[config.mk]
export PLATFORM = sky130hd
export DESIGN_NAME = dwlc_back
export DESIGN_NICKNAME = d
export VERILOG_FILES = /design/src/sv/dwlc_pkg.sv /design/src/sv/dwlc_ram.sv /design/src/sv/dwlc_back.sv
export SDC_FILE = /design/constraint.sdc
export NUM_CORES = 2
export LEC_CHECK = 0
export BUFFER_PORTS_ARGS = -buffer_cell sky130_fd_sc_hd__clkbuf_2
export CELL_PAD_IN_SITES_DETAIL_PLACEMENT = 1
export CELL_PAD_IN_SITES_GLOBAL_PLACEMENT = 1
export CORE_UTILIZATION = 25
export CTS_BUF_LIST = sky130_fd_sc_hd__clkbuf_16
export DETAILED_ROUTE_END_ITERATION = 7
export PLACE_DENSITY_LB_ADDON = 0.1
export REMOVE_ABC_BUFFERS = 1
export SYNTH_ARGS = -nofsm -noshare
export SYNTH_HDL_FRONTEND = slang
export SYNTH_SLANG_ARGS = --single-unit
[constraint.sdc]
create_clock -name i_clk -period 20.6 [get_ports i_clk]
set_input_delay 3.09 -clock i_clk [delete_from_list [all_inputs] [get_ports i_clk]]
set_output_delay 3.09 -clock i_clk [all_outputs]
set_load 0.1 [all_outputs]
[src/sv/dwlc_pkg.sv]
// ----------------------------------------------------------------------------
// Duplicate word line checker package
// Shared types, codes and default sizes for the line checker modules.
// ----------------------------------------------------------------------------
package dwlc_pkg;

    localparam int WORDS_PER_LINE_DEF = 20;
    localparam int COMPARE_LENGTH_DEF = 20;
    localparam int QUEUE_DEPTH        = 2;
    localparam int SEEN_W             = 5;
    localparam int COUNT_W            = 32;

    localparam logic [7:0] CHAR_SPACE   = 8'd32;
    localparam logic [7:0] CHAR_NEWLINE = 8'd10;

    localparam logic [1:0] STATUS_OK       = 2'd0;
    localparam logic [1:0] STATUS_EMPTY    = 2'd1;
    localparam logic [1:0] STATUS_OVERFLOW = 2'd2;

    typedef struct packed {
        logic [7:0] char_byte;
        logic       line_end;
    } t_in_item;

    typedef struct packed {
        logic               line_valid;
        logic [1:0]         status;
        logic [SEEN_W-1:0]  words_seen;
        logic [COUNT_W-1:0] valid_lines;
    } t_out_item;

    typedef struct packed {
        logic has_word;
        logic line_end;
    } t_cmd_flags;

    localparam int CMD_FLAGS_W = $bits(t_cmd_flags);

endpackage

[src/sv/dwlc_ram.sv]
// ----------------------------------------------------------------------------
// Generic RAM
// One write port, one read port, registered read data.
// ----------------------------------------------------------------------------
module dwlc_ram #(
    parameter int WIDTH = 8,
    parameter int DEPTH = 16,
    parameter int ADDR_W = (DEPTH > 1) ? $clog2(DEPTH) : 1
) (
    input  logic              i_clk,
    input  logic              i_wr_en,
    input  logic [ADDR_W-1:0] i_wr_addr,
    input  logic [WIDTH-1:0]  i_wr_data,
    input  logic              i_rd_en,
    input  logic [ADDR_W-1:0] i_rd_addr,
    output logic [WIDTH-1:0]  o_rd_data
);

    logic [WIDTH-1:0] r_mem [DEPTH];
    logic [WIDTH-1:0] r_rd_data;

    always_ff @(posedge i_clk) begin
        if (i_wr_en) begin
            r_mem[i_wr_addr] <= i_wr_data;
        end
        if (i_rd_en) begin
            r_rd_data <= r_mem[i_rd_addr];
        end
    end

    assign o_rd_data = r_rd_data;

endmodule

[src/sv/dwlc_back.sv]
// ----------------------------------------------------------------------------
// Line checker back end
// Compares each closed word with the words stored for the line, one stored
// word per cycle, and reports the line status at each line end.
// ----------------------------------------------------------------------------
module dwlc_back #(
    parameter int WORDS_PER_LINE = 20,
    parameter int COMPARE_LENGTH = 20,
    parameter int LEN_W = $clog2(COMPARE_LENGTH + 1)
) (
    input  logic                        i_clk,
    input  logic                        i_rst_n,
    input  logic                        i_cmd_valid,
    input  dwlc_pkg::t_cmd_flags        i_cmd_flags,
    input  logic [COMPARE_LENGTH*8-1:0] i_cmd_word,
    input  logic [LEN_W-1:0]            i_cmd_len,
    output logic                        o_cmd_pop,
    output logic                        o_out_valid,
    output dwlc_pkg::t_out_item         o_out_data,
    input  logic                        i_out_stall
);

    import dwlc_pkg::*;

    localparam int ROW_W  = LEN_W + COMPARE_LENGTH * 8;
    localparam int ADDR_W = (WORDS_PER_LINE > 1) ? $clog2(WORDS_PER_LINE) : 1;
    localparam int STORE_W = $clog2(WORDS_PER_LINE + 1);
    localparam int EXT_W  = STORE_W + SEEN_W;

    typedef enum logic [1:0] {
        S_IDLE,
        S_SCAN,
        S_LINE
    } t_state;

    t_state             r_state;
    logic [STORE_W-1:0] r_stored;
    logic [STORE_W-1:0] r_idx;
    logic               r_pend;
    logic               r_dup;
    logic               r_ovf;
    logic [COUNT_W-1:0] r_count;
    logic               r_out_valid;
    t_out_item          r_out_data;

    logic [ROW_W-1:0]   w_head_row;
    logic [ROW_W-1:0]   w_rd_data;
    logic               w_match;
    logic               w_scan_done;
    logic               w_rd_en;
    logic               w_wr_en;
    logic               w_word_live;
    logic               w_out_free;
    logic               w_line_ok;
    logic [COUNT_W-1:0] n_count;
    logic [EXT_W-1:0]   w_seen_ext;
    logic [SEEN_W-1:0]  w_seen;
    logic [1:0]         w_status;

    always_comb begin
        w_head_row  = {i_cmd_len, i_cmd_word};
        w_match     = r_pend && (w_rd_data == w_head_row);
        w_scan_done = (r_idx == r_stored);
        w_rd_en     = (r_state == S_SCAN) && !w_match && !w_scan_done;
        w_wr_en     = (r_state == S_SCAN) && !w_match && w_scan_done && !r_pend;
        w_word_live = i_cmd_flags.has_word && !r_dup && !r_ovf;
        w_out_free  = !r_out_valid || !i_out_stall;
        w_line_ok   = !r_dup && !r_ovf && (r_stored != '0);
        n_count     = (w_line_ok && (r_count != '1)) ? r_count + COUNT_W'(1) : r_count;
        w_seen_ext  = EXT_W'(r_stored);
        w_seen      = (w_seen_ext > EXT_W'(31)) ? SEEN_W'(31) : w_seen_ext[SEEN_W-1:0];
        if (r_ovf) begin
            w_status = STATUS_OVERFLOW;
        end else if (r_stored == '0) begin
            w_status = STATUS_EMPTY;
        end else begin
            w_status = STATUS_OK;
        end
        o_cmd_pop = (r_state == S_LINE) && i_cmd_valid
                    && (!i_cmd_flags.line_end || w_out_free);
    end

    dwlc_ram #(
        .WIDTH (ROW_W),
        .DEPTH (WORDS_PER_LINE)
    ) u_store (
        .i_clk     (i_clk),
        .i_wr_en   (w_wr_en),
        .i_wr_addr (r_stored[ADDR_W-1:0]),
        .i_wr_data (w_head_row),
        .i_rd_en   (w_rd_en),
        .i_rd_addr (r_idx[ADDR_W-1:0]),
        .o_rd_data (w_rd_data)
    );

    always_ff @(posedge i_clk) begin
        if (!i_rst_n) begin
            r_state     <= S_IDLE;
            r_stored    <= '0;
            r_idx       <= '0;
            r_pend      <= 1'b0;
            r_dup       <= 1'b0;
            r_ovf       <= 1'b0;
            r_count     <= '0;
            r_out_valid <= 1'b0;
        end else begin
            if (o_cmd_pop && i_cmd_flags.line_end) begin
                r_out_valid <= 1'b1;
            end else if (r_out_valid && !i_out_stall) begin
                r_out_valid <= 1'b0;
            end
            case (r_state)
                S_IDLE: begin
                    if (i_cmd_valid) begin
                        if (w_word_live && (r_stored >= STORE_W'(WORDS_PER_LINE))) begin
                            r_ovf   <= 1'b1;
                            r_state <= S_LINE;
                        end else if (w_word_live) begin
                            r_idx   <= '0;
                            r_pend  <= 1'b0;
                            r_state <= S_SCAN;
                        end else begin
                            r_state <= S_LINE;
                        end
                    end
                end
                S_SCAN: begin
                    if (w_match) begin
                        r_dup   <= 1'b1;
                        r_pend  <= 1'b0;
                        r_state <= S_LINE;
                    end else if (w_scan_done) begin
                        r_pend <= 1'b0;
                        if (!r_pend) begin
                            r_stored <= r_stored + STORE_W'(1);
                            r_state  <= S_LINE;
                        end
                    end else begin
                        r_idx  <= r_idx + STORE_W'(1);
                        r_pend <= 1'b1;
                    end
                end
                S_LINE: begin
                    if (o_cmd_pop) begin
                        r_state <= S_IDLE;
                        if (i_cmd_flags.line_end) begin
                            r_count     <= n_count;
                            r_stored    <= '0;
                            r_dup       <= 1'b0;
                            r_ovf       <= 1'b0;
                        end
                    end
                end
                default: begin
                    r_state <= S_IDLE;
                end
            endcase
        end
    end

    always_ff @(posedge i_clk) begin
        if ((r_state == S_LINE) && o_cmd_pop && i_cmd_flags.line_end) begin
            r_out_data.line_valid  <= w_line_ok;
            r_out_data.status      <= w_status;
            r_out_data.words_seen  <= w_seen;
            r_out_data.valid_lines <= n_count;
        end
    end

    assign o_out_valid = r_out_valid;
    assign o_out_data  = r_out_data;

endmodule

==> impl_metrics.toml <==
[run_status]
status = "finished clean"

[worst_setup_path]
cp_max_fo = 39
slowest_stage = "nand4_1"
r2r-end = "u_store.r_mem[1][123]$_DFFE_PP_"
worst-path-buf-inv = 4
r2r_start = "r_idx[4]$_SDFFE_PN0P_"
cp_cell_sequence = "clkbuf_2 > xor2_1 > nor4_1 > nand4_1 > nor4_1 > nand3_2 > nor3b_2 > buf_4 > buf_4 > buf_4"
ff2ff_path_depth = 10
path_depth = 10
path_class = "input pin to flip-flop"
crit_path_max_incr_delay_ns = 0.88
startpoint_type = "input pin"
required_ns = 21.26
endpoint = "u_store.o_rd_data[59]$_DFFE_PP_"
arrival_ns = 8.06
crit_family = "simple AND/OR/NAND/NOR gates"
path_common_cell = "buf_4"
r2r_setup_slack_ns = 13.96
critPathLaunch = "i_cmd_word[28]"
critPathCaptureType = "flip-flop"

[clock_tree]
clk_path_buf_depth = 4
numCtsBuffers = 416
cts_tree = "built"
root_buffer = "clkbuf_16"
cts_resized = 0
clk_pin_slew_ns = 0.06
postCtsHoldBufs = 0
cts_sinks = 3553
cts_setup_buffers = 0
clock_latency_ns = 1.00
h-tree-depth = 5

[sta]
finalSetupViolCount = 0
fmax_mhz = 135.0
slew_viol_final = 0
hold_violations = 0
whs_ns = 0.5060
finClkSkew_ns = 0.04897
rsz0062_at_grt = "no"
relSlewSlack_pct = 18.45
tns_ns = 0
tightest_slew_ns = 1.213
period_needed_ns = 7.405
fin_crit_sh_pct = 35.95

[logic_synthesis]
synth_common_cells = "edfxtp_1 (3505), mux4_2 (990), xor2_1 (183), mux2_2 (169), clkbuf_1 (142)"
ys.flop_type = "edfxtp_1"
synth_edf_count = 3505
syn_area_um2 = 135600
ys_types = 60
synth_area_leaders = "edfxtp_1 (78%), mux4_2 (16%), mux2_2 (1.4%)"
yosys_register_bits = 3553
async_flop_share_pct = 0
synth-seq-area-share_pct = 78.34
syn_inst = 5533
synth_area_leader_cell = "edfxtp_1"
synth.avg_cell_area_um2 = 24.50
synth.most_common_cell = "edfxtp_1"
synth_top_area_share_pct = 77.63
yosysWarnings = 0

[die]
die_area_um2 = 545200
coreArea_um2 = 540500
initial_core_util_pct = 25.08
die_w_um = 738.4
die_y_um = 738.4
io_pins = 213
rows = 270

[drt]
drt_wl_total_um = 401000
dr.pass1.iters = 5
route.detailed.drc = 0
drtIter0Drc = 4441
vias_per_cell = 4.449
ant_nets = 0
wl_per_cell_um = 29.40
route.vias.total = 60680

[pwr]
vdd_drop_max_uv = 63.17
p_switching_mw = 3.186
power.share.clock_pct = 46.6
pwr-share-comb_pct = 1.7
power_density_nw_per_um2 = 96.63
power_mw = 15.41
internal_power_mw = 12.22
p_sw_share_pct = 20.68
p_leak_nw = 47.59
seqPwrFrac_pct = 51.7

[global_routing]
grtUsageTotal_pct = 14.48
first_global_vias = 67610
grt_max_degree = 124
grt_pass1_wl_um = 558200
grt_remaining_overflow = 0
antenna_found_initial = 89

[layout]
drive_gt1_share_pct = 33.73
syn2layout_area_growth_pct = 17.60
nNetsFinal = 6252
n_fill_cell = 53680

[placed_design]
place_congestion = 0.6679
dp_hpwl_um = 203000
portBuffers = 212

[run]
drv_cap = 0

[worst_hold_path]
hold_path.class = "flip-flop to flip-flop"
registers in the layout (all words and copies together) (netlist names), 2 cells and up:
register,flops
u_store.r_mem,3300
r_state,2
r_idx,5
o_out_data,40
r_count,32
r_stored,5
u_store.o_rd_data,165
through the flow:
step / utilization (%) / cells / setup WS, ns / instance area [um2]
after global routing: 29.49 / 13620 / 12.98 / 159400
after floorplan: - / 5272 / -24.15 / 134400
final: 29.50 / 13640 / 13.20 / 159400
after global placement: 27.05 / 12870 / 11.94 / 146200
after CTS: 29.49 / 13620 / 13.13 / 159400
after detailed placement: 27.05 / 12870 / 12.03 / 146200
metal layers:
| metal | wire length [um] | track usage, % | up-vias |
|---|---|---|---|
| li1 | - | - | 24920 |
| met1 | 182500 | 19.98 | 34050 |
| met2 | 191100 | 23.81 | 1136 |
| met3 | 19110 | 2.769 | 521 |
| met4 | 7910 | 3.047 | 54 |
| met5 | 345 | 0 | - |
placed cells by master, fill, tap and decap left out, types with 6 or more instances in the layout:
cell	instances
bufinv_16	39
inv_1	95
dfxtp_1	43
xor2_1	183
clkbuf_2	212
nand2_1	50
xnor2_1	52
clkinv_1	101
nor2b_1	11
and3_1	7
nor2_1	30
ha_1	6
buf_4	155
clkbuf_16	421
diode_2	15
mux2_2	169
and2_1	28
inv_6	11
clkinvlp_4	7
nor4_1	41
edfxtp_1	3505
clkinv_2	78
nor2_4	20
nor3_1	11
mux4_2	990
buf_12	18
nand3_1	22
nand4_1	25
power groups by stage:
stage	combinational, mW	clock, mW	sequential [mW]
final	0.266	7.17	7.97
after detailed placement	0.277	0	8.12
after global routing	0.295	7.66	7.97
after global placement	0.268	0	8.12
after CTS	0.278	7.44	7.97
after floorplan	0.145	0	8.15
cells by family after synthesis:
group	share of synthesized area (%)
flops	78.34
mux	17.86
simple gates	1.173
buf+inv	0.9035
xor+xnor	1.518
compound gates	0.1495
fa+ha+maj	0.05537
layout make-up:
type                       count  area (um2)  area share [%]
clock inverter               337        2675           1.678
multi-input combinational   1710       28320           17.76
antenna                       15       37.54         0.02354
sequential                  3553      106200           66.63
clock buffer                 421       10540           6.608
timing repair buffer         385        2585           1.621
tap                         7208        9019           5.657
inverter                       9       33.78         0.02119
tightest hold or removal path, stage by stage, from the launching register on:
cell      delay, ns
dfxtp_1        0.33
nand2_1        0.06
a21boi_0       0.06
worst min path at each step:
stage / cells past startpoint / to / from
6_report: 2 / o_out_valid$_SDFFE_PN0P_ / o_out_valid$_SDFFE_PN0P_
5_1_grt: 2 / o_out_valid$_SDFFE_PN0P_ / o_out_valid$_SDFFE_PN0P_
4_1_cts: 2 / o_out_valid$_SDFFE_PN0P_ / o_out_valid$_SDFFE_PN0P_
3_5_place_dp: 2 / o_out_valid$_SDFFE_PN0P_ / o_out_valid$_SDFFE_PN0P_
3_3_place_gp: 2 / o_out_valid$_SDFFE_PN0P_ / o_out_valid$_SDFFE_PN0P_
2_1_floorplan: 0 / o_out_data[38]$_SDFFCE_PP1P_ / r_ovf$_SDFFE_PN0P_
No activity file was read; power rests on OpenSTA's default activity.
